## src/rtl/lsec_pkg.sv

```systemverilog
// ----------------------------------------------------------------------------
// lsec_pkg
// shared types and constants for the level-set edge crossing block
// ----------------------------------------------------------------------------
`default_nettype none
package lsec_pkg;
  localparam int DEF_MAX_DIM = 64;
  localparam int DEF_SAMPLE_BITS = 24;
  localparam int SIZE_BITS = 7;
  localparam int SPACING_BITS = 20;
  localparam int IDX_BITS = 6;
  localparam int POS_BITS = 26;
  localparam int FRAC_BITS = 16;
  localparam int CFG_IDX_BITS = 3;

  localparam logic [CFG_IDX_BITS-1:0] REG_SIZE_X = 3'd0;
  localparam logic [CFG_IDX_BITS-1:0] REG_SIZE_Y = 3'd1;
  localparam logic [CFG_IDX_BITS-1:0] REG_SIZE_Z = 3'd2;
  localparam logic [CFG_IDX_BITS-1:0] REG_SPACING_X = 3'd3;
  localparam logic [CFG_IDX_BITS-1:0] REG_SPACING_Y = 3'd4;
  localparam logic [CFG_IDX_BITS-1:0] REG_SPACING_Z = 3'd5;

  localparam logic [1:0] AXIS_X = 2'd0;
  localparam logic [1:0] AXIS_Y = 2'd1;
  localparam logic [1:0] AXIS_Z = 2'd2;

  typedef enum logic [1:0] {
    BK_IDLE,
    BK_DIV,
    BK_MUL,
    BK_OUT
  } bk_state_t;
endpackage
`default_nettype wire

```

## src/rtl/lsec_back.sv

```systemverilog
// ----------------------------------------------------------------------------
// lsec_back
// radix-2 fraction divider, position multiply and output register
// ----------------------------------------------------------------------------
`default_nettype none
module lsec_back import lsec_pkg::*; #(
  parameter int SAMPLE_BITS = DEF_SAMPLE_BITS,
  parameter int DIM_BITS = 6
) (
  input  wire logic                     clk,
  input  wire logic                     rst,
  input  wire logic                     job_ready,
  output logic                          job_pop,
  input  wire logic [1:0]               job_axis,
  input  wire logic [DIM_BITS-1:0]      job_xi,
  input  wire logic [DIM_BITS-1:0]      job_yi,
  input  wire logic [DIM_BITS-1:0]      job_zi,
  input  wire logic [SAMPLE_BITS-1:0]   job_lo,
  input  wire logic [SAMPLE_BITS-1:0]   job_hi,
  input  wire logic                     job_last,
  input  wire logic [SPACING_BITS-1:0]  spacing_x,
  input  wire logic [SPACING_BITS-1:0]  spacing_y,
  input  wire logic [SPACING_BITS-1:0]  spacing_z,
  output logic                          out_valid,
  input  wire logic                     out_stall,
  output logic [1:0]                    crossing_axis,
  output logic [IDX_BITS-1:0]           x_index,
  output logic [IDX_BITS-1:0]           y_index,
  output logic [IDX_BITS-1:0]           z_index,
  output logic [POS_BITS-1:0]           pos_x,
  output logic [POS_BITS-1:0]           pos_y,
  output logic [POS_BITS-1:0]           pos_z,
  output logic                          last_of_sample
);
  localparam int MAG_BITS = SAMPLE_BITS + 1;
  localparam int QUO_BITS = FRAC_BITS + 1;
  localparam int REM_BITS = MAG_BITS + 1;
  localparam int STEP_BITS = $clog2(QUO_BITS + 1);
  localparam int TERM_BITS = DIM_BITS + FRAC_BITS + 1;
  localparam int PROD_BITS = SPACING_BITS + TERM_BITS;

  bk_state_t state, state_next;
  logic [1:0] axis;
  logic [DIM_BITS-1:0] xi, yi, zi;
  logic last;
  logic a_lsb;
  logic [MAG_BITS-1:0] divisor;
  logic [REM_BITS-1:0] rem, rem_shift, rem_try;
  logic [QUO_BITS-1:0] quo;
  logic [STEP_BITS-1:0] step;
  logic [MAG_BITS-1:0] ma, mb;
  logic [TERM_BITS-1:0] tx, ty, tz;
  logic [PROD_BITS-1:0] px, py, pz;

  function automatic logic [MAG_BITS-1:0] mag(input logic [SAMPLE_BITS-1:0] v);
    logic [MAG_BITS-1:0] e;
    e = {v[SAMPLE_BITS-1], v};
    return v[SAMPLE_BITS-1] ? MAG_BITS'(-e) : e;
  endfunction

  function automatic logic [POS_BITS-1:0] sat(input logic [PROD_BITS-1:0] p);
    logic [PROD_BITS-FRAC_BITS-1:0] s;
    s = p[PROD_BITS-1:FRAC_BITS];
    return (s > (PROD_BITS-FRAC_BITS)'({POS_BITS{1'b1}})) ? {POS_BITS{1'b1}}
                                                          : POS_BITS'(s);
  endfunction

  assign ma = mag(job_lo);
  assign mb = mag(job_hi);
  // restoring division of |a|*2^16 by |a|+|b|, one quotient bit a cycle;
  // the dividend's low bits are |a| bit 0 followed by zeros
  assign rem_shift = {rem[REM_BITS-2:0], (step == '0) ? a_lsb : 1'b0};
  assign rem_try = rem_shift - {1'b0, divisor};

  assign tx = {1'b0, xi, FRAC_BITS'(0)} + ((axis == AXIS_X) ? TERM_BITS'(quo) : '0);
  assign ty = {1'b0, yi, FRAC_BITS'(0)} + ((axis == AXIS_Y) ? TERM_BITS'(quo) : '0);
  assign tz = {1'b0, zi, FRAC_BITS'(0)} + ((axis == AXIS_Z) ? TERM_BITS'(quo) : '0);

  always_comb begin
    state_next = state;
    unique case (state)
      BK_IDLE: if (job_ready) state_next = BK_DIV;
      BK_DIV:  if (step == STEP_BITS'(QUO_BITS - 1)) state_next = BK_MUL;
      BK_MUL:  state_next = BK_OUT;
      BK_OUT:  if (!out_valid || !out_stall) state_next = BK_IDLE;
      default: state_next = BK_IDLE;
    endcase
  end

  always_comb begin
    job_pop = (state == BK_IDLE) && job_ready;
  end

  always_ff @(posedge clk) begin
    unique case (state)
      BK_IDLE: begin
        axis <= job_axis;
        xi <= job_xi;
        yi <= job_yi;
        zi <= job_zi;
        last <= job_last;
        a_lsb <= ma[0];
        divisor <= ma + mb;
        rem <= REM_BITS'(ma[MAG_BITS-1:1]);
        quo <= '0;
        step <= '0;
      end
      BK_DIV: begin
        // shift in the next dividend bit, highest first
        if (!rem_try[REM_BITS-1]) begin
          rem <= rem_try;
          quo <= {quo[QUO_BITS-2:0], 1'b1};
        end else begin
          rem <= rem_shift;
          quo <= {quo[QUO_BITS-2:0], 1'b0};
        end
        step <= step + STEP_BITS'(1);
      end
      BK_MUL: begin
        px <= spacing_x * tx;
        py <= spacing_y * ty;
        pz <= spacing_z * tz;
      end
      default: ;
    endcase
  end

  always_ff @(posedge clk) begin
    if (rst) begin
      state <= BK_IDLE;
      out_valid <= 1'b0;
    end else begin
      state <= state_next;
      if (state == BK_OUT && (!out_valid || !out_stall)) out_valid <= 1'b1;
      else if (out_valid && !out_stall) out_valid <= 1'b0;
    end
  end

  always_ff @(posedge clk) begin
    if (state == BK_OUT && (!out_valid || !out_stall)) begin
      crossing_axis <= axis;
      x_index <= IDX_BITS'(xi);
      y_index <= IDX_BITS'(yi);
      z_index <= IDX_BITS'(zi);
      pos_x <= sat(px);
      pos_y <= sat(py);
      pos_z <= sat(pz);
      last_of_sample <= last;
    end
  end
endmodule
`default_nettype wire

```

## config.mk

```make
export PLATFORM = sky130hd
export DESIGN_NAME = lsec_back
export DESIGN_NICKNAME = d
export VERILOG_FILES = /design/src/rtl/lsec_pkg.sv /design/src/rtl/lsec_back.sv
export SDC_FILE = /design/constraint.sdc
export NUM_CORES = 2
export LEC_CHECK = 0
export BUFFER_PORTS_ARGS = -buffer_cell sky130_fd_sc_hd__buf_2
export CORE_UTILIZATION = 50
export CTS_CLUSTER_DIAMETER = 40
export DETAILED_ROUTE_END_ITERATION = 8
export PLACE_DENSITY_LB_ADDON = 0.05
export SLEW_MARGIN = 15
export SYNTH_ARGS = -nofsm -noshare
export SYNTH_HDL_FRONTEND = slang
export SYNTH_SLANG_ARGS = --single-unit
```

## constraint.sdc

```tcl
create_clock -name clk -period 26.7 [get_ports clk]
set_input_delay 5.34 -clock clk [delete_from_list [all_inputs] [get_ports clk]]
set_output_delay 5.34 -clock clk [all_outputs]
set_load 0.05 [all_outputs]
```

Word level (Yosys, flattened, before mapping) --
Index checks and enable logic that the tools add are counted.
Word-level totals: flip-flop bits (word level) 325, word-level logic and storage cells 75, memories kept 0, latch bits 0, bits of input ports 133, output and inout bits 101, memory bits (writable) 0, bits in read-only memories 0
Operators by class: reductions and logical operators 12, $add $sub $neg 8, equal/unequal tests 9, div/mod/pow operators 0, shift operators 0, $mul 3, bitwise gates (word level) 0, order comparisons 3, multiplexer cells 17
Operator list (number):
- 20-bit by 23-bit multiplier with 43-bit output | 3
- 27-bit by 26-bit greater-than comparator with 1-bit output (second input constant) | 3
- 25-bit two-way mux | 3
- 22-bit by 17-bit adder with 23-bit output | 3
- 17-bit two-way mux | 3
- 25-bit negation | 2
- 25-bit one-hot mux with 2 select lines | 1
- 17-bit one-hot mux with 2 select lines | 1
- 26-bit by 25-bit subtractor with 26-bit output | 1
- 25-bit adder | 1
- 5-bit one-hot mux with 2 select lines | 1
- 2-bit one-hot mux with 4 select lines | 1
- 2-bit == test (second input constant) | 3
- 2-bit two-way mux | 3
- 2-bit inequality test (second input constant) | 3
- 5-bit by 1-bit adder with 5-bit output (second input constant) | 1
- 5-bit == test (second input constant) | 1
- 5-bit logical NOT | 1
- 2-bit by 1-bit == test with 1-bit output (second input constant) | 2
- 2-bit logical NOT | 2
- 1-bit two-way mux | 4
- 2-bit nonzero test | 2
- 1-bit logical AND | 3
- 3-bit AND reduction | 1
- other kinds (2) | 3

Logic depth before layout (Yosys ltp) --
word-level depth 5, depth in mapped cells 33, depth with buffers taken out 30

Worst setup path after synthesis --
OpenSTA, ideal clock, no wires.
path type in2reg, start point input port out_stall, end point register crossing_axis[0], enable pin, setup time 707 ps, arrival time 12516 ps, setup slack 13478 ps, data required time 25993 ps, path buffers 0, cell stages on the path 1, cell sequence a21boi_0
On the way: longest elaborated chain between the ends 3
Ends and longest elaborated chain:
- start, declared | RTL line lsec_back.sv:25 | input wire logic out_stall,
- 1-bit logical NOT | RTL line lsec_back.sv:140 | if (state == BK_OUT && (!out_valid || !out_stall)) begin
- 1-bit logical OR | RTL line lsec_back.sv:140
- 1-bit logical AND | RTL line lsec_back.sv:140
- end signal, assigned | RTL line lsec_back.sv:141 | crossing_axis <= axis;
- end, declared | RTL line lsec_back.sv:26 | output logic [1:0] crossing_axis,
Every way passes these cells. A chain may end at the register's enable or synchronous reset.

Worst setup path after layout --
start point input port spacing_x[3], end point register px[42], data pin
On the way: longest elaborated chain between the ends 1
Ends and longest elaborated chain:
- start, declared | RTL line lsec_back.sv:21 | input wire logic [SPACING_BITS-1:0] spacing_x,
- 20-bit by 23-bit multiplier with 43-bit output | RTL line lsec_back.sv:120 | px <= spacing_x * tx;
- end signal, assigned | RTL line lsec_back.sv:120
- end, declared | RTL line lsec_back.sv:53 | logic [PROD_BITS-1:0] px, py, pz;
Every way passes these cells.

==> summary.md <==
| Metric | Value |
|---|---|
| Die H | `340 microns` |
| Initial DRC Count | `about 2400` |
| Max_slew headroom | `0.195` |
| Total grt overflow | `0` |
| Fillers | `about 10000` |
| Ys async rst share | `0` |
| Placer congestion estimate | `0.894` |
| YS warnings | `0` |
| CTS buffer count | `50` |
| Residual DRC count | `0` |
| Hold Crit Class | `reg2reg` |
| Setup-failing EPs final | `0` |
| Synth cell types | `approximately 80` |
| Post-Syn Area | `approximately 57000 sq um` |
| Hpwl dp | `113000 microns` |
| Hold Violations, Final | `0` |
| Status | `finished clean` |
| Row count | `roughly 120` |
| CTS Hold Bufs | `0` |
| CP Data Required Time | `27080 ps` |
| Clock root buffer | `clkbuf_16` |
| Area growth from synthesis to layout | `6.88%` |
| Slew Viols, Final | `0` |
| Synth Net Count | `around 7700` |
| Starting Density | `0.506` |
| Routed vias | `between 40000 and 50000` |
| Tmin final | `around 12000 ps` |
| RSZ-0062 raised after global routing | `no` |
| Post CTS Setup Buffer Count | `0` |
| IO Port Bufs | `around 230` |
| WS Path Type | `in2reg` |
| Vias in the first global route | `between 40000 and 50000` |
| Seq/Total Area, Yosys | `0.145` |
| Gr usage total | `0.266` |
| Worst Path Max Fanout | `23` |
| Register area | `8290 sq um` |
| Top-area cell type share of the netlist area | `0.392` |
| Main synth FF type | `edfxtp_1` |
| Clock Tree Buf Depth | `3` |
| Fin Setup TNS | `0 ps` |
| Reg clk slew, reported paths | `60 ps` |
| # Max-Cap Violations | `0` |
| Period utilisation layout | `0.461` |
| Top Ports | `around 230` |
| ANT nets after route | `0` |
| Nets | `7716` |
| Worst slew pin tran | `about 1200 ps` |
| First-pass GRT wire length | `about 240000 microns` |
| Core ar. | `113000 sq um` |
| CTS tree | `yes` |
| Vias per cell | `between 5 and 6` |
| Num Clock Sinks | `roughly 280` |
| Startpoint types | `primary input` |
| Die W | `340 microns` |
| Multi-input logic area | `approximately 43000 sq um` |
| Largest net degree at the start of global routing | `between 200 and 250` |
| EDFF count, synth | `about 270` |
| Layout Skew | `65.0 ps` |
| Syn_area_per_cell | `between 9 and 10 sq um` |
| FMAX | `about 0.08 GHz` |
| Post-cts gate resize count | `0` |
| Post-Synthesis Cells | `5965` |
| Synth Register Bits | `277` |
| Hold WS | `around 410 ps` |
| Total Wirelength | `149000 microns` |
| Arr. time, crit path | `around 13000 ps` |
| DR WL/cell | `roughly 20 microns` |
| Share of layout cells above drive strength 1 | `0.0812` |
| H-tree depth | `2` |
| First drt pass iteration count | `5` |
| Largest cells by area after synthesis | `fa_1, edfxtp_1, ha_1, inv_1, and3_1` |
| Clock latency on the worst-skew pair | `660 ps` |
| Largest area contributor in the synthesized netlist | `fa_1` |
| Setup crit end kind | `flip-flop` |
| Initial antenna violation count | `15` |
| Die ar. | `between 100000 and 150000 sq um` |
==> registers in the layout, indices dropped and copies added, names as in the netlist, 17 cells and up <==
register / cells
divisor: 25
pos_x: 26
pos_y: 26
pos_z: 26
px: 27
py: 27
pz: 27
quo: 17
rem: 25
==> per-layer routing <==
layer,GRT usage,up-vias,part of all wire
li1,-,18425,-
met1,0.357,20615,0.43
met2,0.445,1035,0.48
met3,0.0359,248,0.055
met4,0.0898,14,0.035
met5,0,-,0.00052
==> worst paths after layout <==
check / start / endpoint / slack [ps] / depth (start not counted)
hold / removal: last / last_of_sample / 410 / 0
setup reg to reg: axis[1] / pz[42] / 17220 / 27
hold reg to reg: last / last_of_sample / 410 / 0
setup / recovery: spacing_x[3] / px[42] / 14400 / 25
==> stage by stage <==
step	std cells	worst slack (ps)	utilization	instance area (sq um)
final	7494	14400	0.541	61200
after global placement	7394	13840	0.525	59400
after CTS	7485	14500	0.541	61200
after floorplan	5965	13480	-	57300
after global routing	7487	14270	0.541	61200
after detailed placement	7394	13870	0.525	59400
==> cells in the final DEF (no fill, tap or decap), types with 8 or more instances in the layout <==
cell,n
and2_1,288
xor2_1,48
nor2_1,102
buf_2,233
diode_2,9
or3_1,14
and4_1,10
nand3_1,51
buf_4,49
nand4_1,10
or2_2,85
edfxtp_1,274
ha_1,513
o21bai_1,11
a211oi_1,12
and3_1,577
o21ai_0,58
nor2b_1,22
nor3_1,25
xnor2_1,125
a21o_1,49
nand2b_1,18
o31ai_1,13
o21a_1,24
clkbuf_16,50
fa_1,1121
inv_1,1252
a31oi_1,8
mux2i_1,23
nand2_1,647
a21oi_1,124
inv_6,8
==> Yosys cell counts, drive strengths merged (9+ instances only) <==
cell / instances
and2: 289
mux2i: 23
and3: 577
a21oi: 127
o21a: 24
nor2: 103
o31ai: 13
a31oi: 9
nand3: 51
xnor2: 128
ha: 516
clkbuf: 350
inv: 1252
fa: 1121
xor2: 48
or3: 14
a21o: 49
a211oi: 13
nor2b: 23
nor3: 25
nand2: 647
o21ai: 62
nand4: 10
o21bai: 11
or2: 87
nand2b: 18
and4: 10
edfxtp: 274
==> logic make-up (layout without fill, tap and decap cells) <==
logic type | count (synthesis) | in the layout | share of synthesized area
AOI/OAI and AO/OA | 366 | 366 | 0.0421
and+or+nand+nor | 1879 | 1879 | 0.172
buffers and inverters | 1606 | 1626 | 0.106
adders and majority gates | 1637 | 1637 | 0.504
xor gates and xnor gates | 176 | 176 | 0.0269
muxes | 24 | 24 | 0.00422
other | 0 | 9 | 0
DFF | 277 | 277 | 0.145
==> layout make-up <==
type	instances	share of cell area
Sequential cell	277	0.135
Multi-Input combinational cell	4082	0.703
Clock buffer	52	0.0206
Clock inverter	39	0.00832
Timing Repair Buffer	283	0.0254
Antenna cell	9	0.000368
Tap cell	1500	0.0307
Inverter	1252	0.0768
==> worst max-delay path: stages <==
cell and delay [ps]:
buf_2 320, and3_1 250, fa_1 450, fa_1 520
inv_1 50, fa_1 480, inv_1 60, fa_1 500
inv_1 50, fa_1 530, inv_1 50, fa_1 480
inv_1 50, fa_1 470, inv_1 40, ha_1 280
a21o_1 160, a2111oi_1 1060, o32a_1 300, nand2_1 70
o21ai_0 470, o21a_1 260, nand3_1 120, a31oi_1 210
xnor2_1 80
Power is not shown: default switching activity piles up to over one toggle a cycle in this logic, so the estimate is an artifact.
