$ cat src/rtl/lsec_queue.sv
// ----------------------------------------------------------------------------
// lsec_queue
// small fifo between the classifier and the interpolation unit
// ----------------------------------------------------------------------------
`default_nettype none
module lsec_queue #(
  parameter int WIDTH = 8,
  parameter int DEPTH_BITS = 2
) (
  input  wire logic             clk,
  input  wire logic             rst,
  input  wire logic             push,
  input  wire logic [WIDTH-1:0] push_data,
  output logic                  full,
  input  wire logic             pop,
  output logic [WIDTH-1:0]      pop_data,
  output logic                  not_empty
);
  logic [WIDTH-1:0] slots [2**DEPTH_BITS];
  logic [DEPTH_BITS-1:0] wr_ptr, rd_ptr;
  logic [DEPTH_BITS:0] count;

  assign full = count[DEPTH_BITS];
  assign not_empty = count != '0;
  assign pop_data = slots[rd_ptr];

  always_ff @(posedge clk) begin
    if (push && !full) slots[wr_ptr] <= push_data;
    if (rst) begin
      wr_ptr <= '0;
      rd_ptr <= '0;
      count <= '0;
    end else begin
      if (push && !full) wr_ptr <= wr_ptr + 1'b1;
      if (pop && not_empty) rd_ptr <= rd_ptr + 1'b1;
      count <= count + (DEPTH_BITS+1)'(push && !full) - (DEPTH_BITS+1)'(pop && not_empty);
    end
  end
endmodule
`default_nettype wire

$ cat config.mk
export PLATFORM = sky130hd
export DESIGN_NAME = lsec_queue
export DESIGN_NICKNAME = d
export VERILOG_FILES = /design/src/rtl/lsec_queue.sv
export SDC_FILE = /design/constraint.sdc
export NUM_CORES = 1
export LEC_CHECK = 0
export BUFFER_PORTS_ARGS = -buffer_cell sky130_fd_sc_hd__buf_2
export CAP_MARGIN = 15
export CORE_ASPECT_RATIO = 0.8
export CORE_MARGIN = 5
export CORE_UTILIZATION = 45
export DETAILED_ROUTE_END_ITERATION = 7
export MAX_ROUTING_LAYER = met4
export SLEW_MARGIN = 0
export SYNTH_ARGS = -nofsm -noshare
export SYNTH_HDL_FRONTEND = slang
export SYNTH_SLANG_ARGS = --single-unit
export TNS_END_PERCENT = 30
$ cat constraint.sdc
create_clock -name clk -period 6.44 [get_ports clk]
set_input_delay 0.966 -clock clk [delete_from_list [all_inputs] [get_ports clk]]
set_output_delay 0.966 -clock clk [all_outputs]
set_load 0.01 [all_outputs]
# Yosys cells after proc, flatten, opt, wreduce, memory -nomap -nowiden
# Memories as Yosys holds them, arrays and structs flattened. A register that Yosys moved wholly into a read port is not among the register bits.
# Cells that the tools add are included.
word_totals:
  reg_bits: 7
  ram_bits: 32
  inputBits: 12
  out_inout_bits: 10
  word_cells: 16
  mem_count: 1
mem_list:
  columns: ["name", "depth", "width", "rd", "rd_clocked_by_memory_dff", "write_ports", "line_no", "source"]
  rows:
  - ["slots", 4, 8, 1, 1, 1, "19", "logic [WIDTH-1:0] slots [2**DEPTH_BITS];"]
op_classes:
  addsub: 4
  n_mux: 4
  reduce_logical: 4
ops:
  columns: ["operator", "n"]
  rows:
  - ["$add 2x1->2 const B", 2]
  - ["$mux 2", 2]
  - ["$add 3x1->3", 1]
  - ["$reduce_bool 3->1", 1]
  - ["$sub 3x1->3", 1]
  - ["$logic_and 1x1->1", 2]
  - ["$mux 1", 2]
  - ["$logic_not 1->1", 1]

# Logic depth before layout (Yosys ltp)
# Gate-level depths: netlist of run 1.
depth:
  ltp_word: 4
  depth_mapped: 11
  mapped_depth_nobuf: 10

# Worst setup path before layout of run 1
# OpenSTA, ideal clock, no wires.
synth_timing:
  path_type: "input to register"
  start: "in push"
  end: "reg count[2]"
  setup_time_ps: 78
  arrival_ps: 2498
  required_time_ps: 6362
  setup_slack_ps: 3864
  stages: 11
  n_path_buf: 1
  cell_sequence: "nor2b_1 -> buf_2 -> inv_1 -> ha_1 -> inv_1 -> ha_1 -> inv_1 -> fa_1 -> xor2_1 -> and2_1 -> nor3_1"
synth_via:
  elab_chain_cells: 3
synth_lines:
  columns: ["element", "line_no", "source"]
  rows:
  - ["from (decl)", "12", "input wire logic push,"]
  - ["$logic_and 1x1->1", "36", "count <= count + (DEPTH_BITS+1)'(push && !full) - (DEPTH_BITS+1)'(pop && not_empty);"]
  - ["$add 3x1->3", "36", null]
  - ["$sub 3x1->3", "36", null]
  - ["to (signal assigned)", "36", null]
  - ["to (decl)", "21", "logic [DEPTH_BITS:0] count;"]
# Every way passes these cells.
# A chain may end at the register's enable or synchronous reset.

==> results.json, run 1 <==
{
  "status": "finished clean",
  "placed_cell_area_sq_um": 1760,
  "ant_nets": 0,
  "clockBufferDepth": 2,
  "finClkSkew_ps": 5.10,
  "synthSimpleGateAreaFrac_pct": 5.00,
  "gp_congestion": 0.721,
  "n_antenna_cell": 0,
  "stdcell_count": 155,
  "finalNetCount": 131,
  "power.density_nw_per_um2": 409,
  "layout-drive-gt1-share_pct": 34.5,
  "initial_utilization_pct": 46.9,
  "synth_xor_xnor_area_share_pct": 2.61,
  "syn_avg_cell_area_sq_um": 18.5,
  "synth_edf_count": 32,
  "ys_seq_elements": 41,
  "slew_headroom_pct": 62.3,
  "grt_antenna_before_repair": 0,
  "start_kind": "register",
  "rows": 19,
  "core_region_area_sq_um": 3470,
  "synthMuxAreaShare_pct": 11.7,
  "finalSetupTns_ps": 0,
  "synth_compound_area_share_pct": 2.08,
  "final_hold_viol_count": 0,
  "cts.repair.resized": 0,
  "arrival_ps": 1700,
  "synth_nets": 107,
  "synthTopCellsByCount": "edfxtp_1 (32), dfxtp_1 (9), mux4_2 (8)",
  "drt_iter0_drc": 38,
  "areaGrowthSynthToFinish_pct": 14.8,
  "dp.cells": 147,
  "overflow": 0,
  "worst_pin_slew_ps": 565,
  "syn_inst": 88,
  "synth_area_leader_cell": "edfxtp_1",
  "worstPathMaxFanout": 8,
  "fillers": 287,
  "rsz0062_at_grt": "no",
  "p_leak_nw": 0.683,
  "die_area_sq_um": 4930,
  "htree_levels": 2,
  "grt_max_degree": 14,
  "viasPerCell": 4.86,
  "seqCellArea_sq_um": 1140,
  "cts-root-buf": "clkbuf_8",
  "synth-async-reset-ratio_pct": 0,
  "wl_mm": 2.40,
  "hold_slack_ps": 547,
  "finalSetupViolCount": 0,
  "yosysSeqAreaShare_pct": 70.1,
  "crit_required_ps": 5470,
  "numCtsBuffers": 5,
  "setup_ws_ps": 3780,
  "clk_pin_slew_ps": 70,
  "synth_top_family_by_area": "multiplexers",
  "remaining_drc_errors": 0,
  "period_share_pct": 41.3,
  "synth_top_cells_by_area": "edfxtp_1 (59%), dfxtp_1 (11%), mux4_2 (11%), ha_1 (4.6%), and2_1 (1.9%)",
  "io_pins": 22,
  "dp_slack_ps": 3540,
  "post-cts-setup-buffers": 0,
  "synth_ff_type": "edfxtp_1",
  "dp_hpwl_mm": 1.66,
  "cts_hold_buf": 0,
  "die_h_um": 63.8,
  "synth_adder_area_share_pct": 5.84,
  "endpoint_kind": "output port",
  "cts_tree": "built",
  "via_count": 754,
  "grt_pass1_wl_mm": 4.02,
  "synth_most_common_cell": "edfxtp_1",
  "post-route-min-period_ps": 2660,
  "wire_per_inst_um": 15.5,
  "first_pass_iters": 4,
  "hold_class": "register to register",
  "final_area_sq_um": 1870,
  "cts.sinks": 41,
  "fp.dieW_um": 77.2,
  "maxSlewViolCount": 0,
  "timing_worst_setup_path_type": "register to output port",
  "grt_usage_pct": 11.4,
  "max_freq_mhz": 376,
  "ys_types": 21,
  "multi_input_area_sq_um": 443,
  "yosysWarningCount": 0,
  "portBuffers": 21,
  "grt_pass1_vias": 831,
  "synth_area_sq_um": 1630,
  "maxCapViolCount": 0,
  "worst_ir_drop_vdd_mv": 0.190,
  "synth_top_area_share_pct": 59.0,
  "clk_latency_ps": 280
}
## cells by family after synthesis
group / after synthesis
flip-flops: 41
AND/OR/NAND/NOR: 16
buffers and inverters: 9
multiplexers: 9
adder cells (fa/ha/maj): 7
XOR/XNOR: 4
AO/OA/AOI/OAI: 2
## layer usage
layer | part of all wire (%) | up-vias | GRT usage [%] | routed length, um
met1 | 47 | 364 | 14.2 | 1130
met5 | 0 | - | - | 0
li1 | - | 370 | - | -
met2 | 48 | 18 | 16.4 | 1140
met3 | 5.0 | 2 | 5.76 | 119
met4 | 0.38 | 0 | 3.22 | 9
## power by group
part	switching, W	internal [W]	leakage [nW]
clock	0.0000821	0.000115	0.0552
combinational	0.0000866	0.000105	0.262
sequential	0.0000437	0.000331	0.367
total	0.000212	0.000551	0.683
## state kept, by name (all words and copies together), names as in the netlist, named ones only
name,cells
slots,32
count,3
rd_ptr,2
wr_ptr,2
## area by class of cell
| type | instances | share of cell area [%] |
|---|---|---|
| clock buffer | 6 | 3.88 |
| multi-input combinational | 38 | 23.7 |
| clock inverter | 2 | 1.88 |
| sequential | 41 | 61.1 |
| tap | 42 | 2.81 |
| timing repair buffer | 21 | 5.63 |
| inverter | 5 | 1.00 |
## metrics by stage
| stage | utilization, % | total power, W |
|---|---|---|
| 6_report | 53.8 | 0.000764 |
| 5_1_grt | 53.8 | 0.000821 |
| 4_1_cts | 53.8 | 0.000776 |
| 3_5_place_dp | 50.7 | 0.000579 |
| 3_3_place_gp | 50.7 | 0.000575 |
| 2_1_floorplan | - | 0.000522 |
## worst max-delay path, stage by stage (launching register included)
cell	delay, ps
dfxtp_1	680
mux4_2	580
buf_2	150
## final timing paths
| kind | start | to | slack, ps | depth (start not counted) |
|---|---|---|---|---|
| max reg2reg | count[2] | count[2] | 4230 | 10 |
| min reg2reg | rd_ptr[1] | register | 550 | 2 |
| max | register | pop_data[4] | 3780 | 2 |
| min | rd_ptr[1] | register | 550 | 2 |
## layout by cell type (no fill, tap or decap), drive strengths merged
cell type  count
or3            1
dfxtp          9
inv            5
fa             1
edfxtp        32
mux2i          1
nor3           1
clkinv         1
nor2           7
ha             6
o31a           1
xor2           2
mux4           8
buf           21
xnor2          2
nor2b          2
bufinv         1
o311ai         1
and2           5
clkbuf         6
Note: power is estimated with default switching activity, not from simulation.
==> run 2: changes to the inputs <==
Settings changed: ABC_AREA set to 1, PLACE_DENSITY set to 0.67.
Clock period 6.44 ns to 2.4 ns, I/O delays scaled along.
==> results.json, run 2 <==
{
  "status": "finished clean",
  "max_freq_mhz": 471,
  "ys_seq_elements": 41,
  "grt_antenna_before_repair": 0,
  "top_register": "slots",
  "ys_types": 18,
  "dp_hpwl_mm": 2.02,
  "yosysWarningCount": 0,
  "period_share_pct": 88.5,
  "slew_headroom_pct": 59.8,
  "comb_power_share_pct": 26.7,
  "yosysSeqAreaShare_pct": 69.1,
  "synth_edf_count": 32,
  "portBuffers": 21,
  "numCtsBuffers": 5,
  "seqCellArea_sq_um": 1140,
  "htree_levels": 2,
  "io_pins": 22,
  "cts_hold_buf": 0,
  "areaGrowthSynthToFinish_pct": 16.7,
  "remaining_drc_errors": 0,
  "pwr-share-seq_pct": 47.1,
  "fp.dieW_um": 77.7,
  "stdcell_count": 208,
  "worstPathMaxFanout": 17,
  "die_area_sq_um": 4990,
  "grt_max_degree": 18,
  "core_region_area_sq_um": 3490,
  "postLayoutCoreUtil_pct": 55.1,
  "dp_slack_ps": 504,
  "n_antenna_cell": 0,
  "fillers": 299,
  "setup_ws_ps": 276,
  "maxSlewViolCount": 0,
  "cts-root-buf": "clkbuf_8",
  "first_pass_iters": 5,
  "finalSetupViolCount": 0,
  "maxCapViolCount": 0,
  "finalSetupTns_ps": 0,
  "largest_register_ffs": 32,
  "ant_nets": 0,
  "rsz0062_at_grt": "no",
  "die_h_um": 64.2,
  "cts_tree": "built",
  "initial_utilization_pct": 47.3,
  "synth_area_leader_cell": "edfxtp_1",
  "gp_congestion": 0.747,
  "drt_iter0_drc": 81,
  "finClkSkew_ps": 4.41,
  "cts.sinks": 41,
  "pwr-share-clk_pct": 26.2,
  "grt_usage_pct": 13.4,
  "layout_common_cells": "edfxtp_1 (32), nor2_1 (26), buf_2 (21)",
  "wire_per_inst_um": 14.1,
  "start_kind": "register",
  "placed_cell_area_sq_um": 1820,
  "synth_most_common_cell": "edfxtp_1",
  "dp.cells": 200,
  "timing_worst_setup_path_type": "register to output port",
  "largest_registers": "slots x32, count x3",
  "power_switching_w": 0.000626,
  "internal_power_w": 0.00138,
  "arrival_ps": 1760,
  "layout-drive-gt1-share_pct": 23.5,
  "clockBufferDepth": 2,
  "synth_area_sq_um": 1650,
  "viasPerCell": 5.02,
  "synthTopCellsByCount": "edfxtp_1 (32), nor2_1 (26), inv_1 (15)",
  "hold_class": "input port to register",
  "worst_ir_drop_vdd_mv": 0.623,
  "cts.repair.resized": 0,
  "synth_top_area_share_pct": 58.2,
  "synth_ff_type": "edfxtp_1",
  "wl_mm": 2.94,
  "final_hold_viol_count": 0,
  "via_count": 1045,
  "grt_pass1_wl_mm": 4.82,
  "synth_top_cells_by_area": "edfxtp_1 (58%), dfxtp_1 (11%), nor2_1 (5.9%), ha_1 (4.5%), o21ai_0 (4.2%)",
  "post-cts-setup-buffers": 0,
  "synth_nets": 154,
  "final_common_cell": "edfxtp_1",
  "worst_pin_slew_ps": 602,
  "endpoint_kind": "output port",
  "crit_required_ps": 2040,
  "syn_avg_cell_area_sq_um": 12.2,
  "grt_pass1_vias": 1029,
  "overflow": 0,
  "rows": 19,
  "finalNetCount": 184,
  "clk_latency_ps": 290,
  "p_sw_share_pct": 31.1,
  "post-route-min-period_ps": 2120,
  "power.density_nw_per_um2": 1040,
  "clk_pin_slew_ps": 70,
  "multi_input_area_sq_um": 428,
  "final_area_sq_um": 1930,
  "synth-async-reset-ratio_pct": 0,
  "syn_inst": 135,
  "p_leak_nw": 0.756
}
## run 2: power groups by stage
stage	logic [W]	clock network, W	registers [W]
5_1_grt	0.000615	0.000578	0.000958
3_5_place_dp	0.000548	0	0.000963
3_3_place_gp	0.000514	0	0.000955
6_report	0.000536	0.000527	0.000946
2_1_floorplan	0.000379	0	0.000936
4_1_cts	0.000549	0.000546	0.000947
## run 2: critical path, cell delays in order (launching register included)
cell,delay [ps]
dfxtp_1,710
inv_2,280
o21ai_0,240
o22ai_1,100
buf_2,150
## run 2: logic make-up after synthesis
logic type / Yosys count / share of synthesized area [%]
buffers and inverters: 18 / 5.00
DFF: 41 / 69.1
AOI/OAI and AO/OA: 32 / 11.1
and+or+nand+nor: 37 / 9.01
adders and majority gates: 7 / 5.76
## run 2: final timing paths
check,start,to,slack [ps],cells after the start
worst min register to register,rd_ptr[0],rd_ptr[0],490,2
worst max register to register,count[1],count[2],510,9
worst min-delay path,rst,count[1],260,2
worst max-delay path,register,pop_data[4],280,4
## run 2: routing by layer
metal | share of wire, % | GRT usage [%] | vias to the layer above | wire (um)
met5 | 0 | - | - | 0
li1 | - | - | 527 | -
met2 | 52 | 21.7 | 20 | 1510
met3 | 5.3 | 6.32 | 4 | 157
met1 | 42 | 14.4 | 494 | 1230
met4 | 1.3 | 5.15 | 0 | 39
## run 2: cell type report
class	instances	area share [%]
flip-flops and latches	41	59.2
multi-input cells	76	22.2
repair buffers	25	7.01
clock buffers	5	3.57
inverters	16	3.12
well taps	42	2.73
clock inverters	3	2.14
## run 2: through the flow
stage | hold WS, ps | power [W]
after floorplan | 427 | 0.00132
after global placement | 470 | 0.00147
after detailed placement | 477 | 0.00151
after CTS | 242 | 0.00204
after global routing | 253 | 0.00215
final | 258 | 0.00201
==> run 3: changes to the inputs <==
Settings changed: MAX_ROUTING_LAYER met4 to not set, SLEW_MARGIN 0 to not set.
Clock period 2.4 ns to 1.9 ns, I/O delays scaled along.
==> results.json, run 3 (synthesis gave the netlist of run 2 again) <==
{
  "start_kind": "register",
  "slew_headroom_pct": 77.1,
  "worst_ir_drop_vdd_mv": 0.576,
  "cts_tree": "built",
  "cts.sinks": 41,
  "overflow": 0,
  "hold_class": "input port to register",
  "die_h_um": 64.2,
  "grt_usage_pct": 13.2,
  "wl_mm": 2.98,
  "hold_slack_ps": 185,
  "core_region_area_sq_um": 3490,
  "first_pass_iters": 4,
  "grt_antenna_before_repair": 0,
  "fillers": 301,
  "top_register": "slots",
  "cts_hold_buf": 0,
  "seqCellArea_sq_um": 1140,
  "numCtsBuffers": 5,
  "via_count": 1032,
  "finClkSkew_ps": 7.64,
  "gp_congestion": 0.738,
  "gr-usage-met2_pct": 22.0,
  "layout-drive-gt1-share_pct": 26.8,
  "clk_pin_slew_ps": 80,
  "grt_pass1_vias": 1076,
  "grtUsageMet3_pct": 4.07,
  "worstPathMaxFanout": 10,
  "finalNetCount": 186,
  "remaining_drc_errors": 0,
  "status": "finished clean",
  "die_area_sq_um": 4990,
  "final_common_cell": "edfxtp_1",
  "arrival_ps": 1470,
  "power.density_nw_per_um2": 1280,
  "viasPerCell": 4.91,
  "largest_registers": "slots x32, count x3",
  "n_antenna_cell": 0,
  "post-cts-setup-buffers": 0,
  "fp.dieW_um": 77.7,
  "timing_worst_setup_path_type": "register to output port",
  "initial_utilization_pct": 47.3,
  "htree_levels": 2,
  "final_hold_viol_count": 0,
  "grt_pass1_wl_mm": 5.04,
  "ant_nets": 0,
  "finalSetupViolCount": 0,
  "p_leak_nw": 0.765,
  "cts.repair.resized": 0,
  "endpoint_kind": "output port",
  "grt_max_degree": 17,
  "portBuffers": 21,
  "drt_iter0_drc": 60,
  "largest_register_ffs": 32,
  "dp_hpwl_mm": 2.07,
  "areaGrowthSynthToFinish_pct": 17.1,
  "wire_per_inst_um": 14.2,
  "placed_cell_area_sq_um": 1830,
  "met1_usage_pct": 16.1,
  "postLayoutCoreUtil_pct": 55.4,
  "multi_input_area_sq_um": 440,
  "maxSlewViolCount": 0,
  "busiest_layer": "met2",
  "crit_required_ps": 1620,
  "post-route-min-period_ps": 1750,
  "period_share_pct": 92.3,
  "max_freq_mhz": 570,
  "rows": 19,
  "maxCapViolCount": 0,
  "cts-root-buf": "clkbuf_8",
  "final_area_sq_um": 1930,
  "clk_latency_ps": 290,
  "io_pins": 22,
  "clockBufferDepth": 2,
  "layout_common_cells": "edfxtp_1 (32), nor2_1 (25), buf_2 (21)",
  "worst_pin_slew_ps": 342
}
run 3: stage by stage:
stage               setup TNS [ps]  worst slack (ps)  cells  power (W)
finish                           0               146    210    0.00248
CTS                              0              17.3    210    0.00248
floorplan                        0               138    135    0.00166
global route                 -2.99             -2.99    210    0.00268
detailed placement               0              30.7    202    0.00194
global placement                 0               201    202    0.00189
run 3: final cells by class:
type	instances	area share (%)
clock buffer	5	3.56
clock inverter	3	0.906
inverter	16	3.10
multi-input combinational	76	22.8
sequential	41	59.2
tap	42	2.72
timing repair buffer	27	7.76
run 3: path summary, 6_finish.rpt:
path | startpoint | endpoint | slack (ps) | cells past startpoint
max | register | pop_data[7] | 150 | 4
min | rst | count[1] | 190 | 2
max reg2reg | count[1] | count[2] | 150 | 10
min reg2reg | rd_ptr[0] | rd_ptr[0] | 500 | 2
run 3: power by group:
group / total (W) / switching, W / leakage (nW) / internal, W
Combinational: 0.000746 / 0.000449 / 0.352 / 0.000297
Clock: 0.000541 / 0.000288 / 0.0455 / 0.000254
Sequential: 0.00120 / 0.0000884 / 0.368 / 0.00111
run 3: routing by layer:
layer,share of wire [%],wire length [um]
met5,0,0
met4,0.94,28
met3,3.8,114
met2,51,1530
met1,44,1310
run 3: critical path, stage by stage, from the launching register on:
cell	delay [ps]
dfxtp_1	490
buf_4	230
o21ai_0	100
o22ai_1	190
buf_2	160
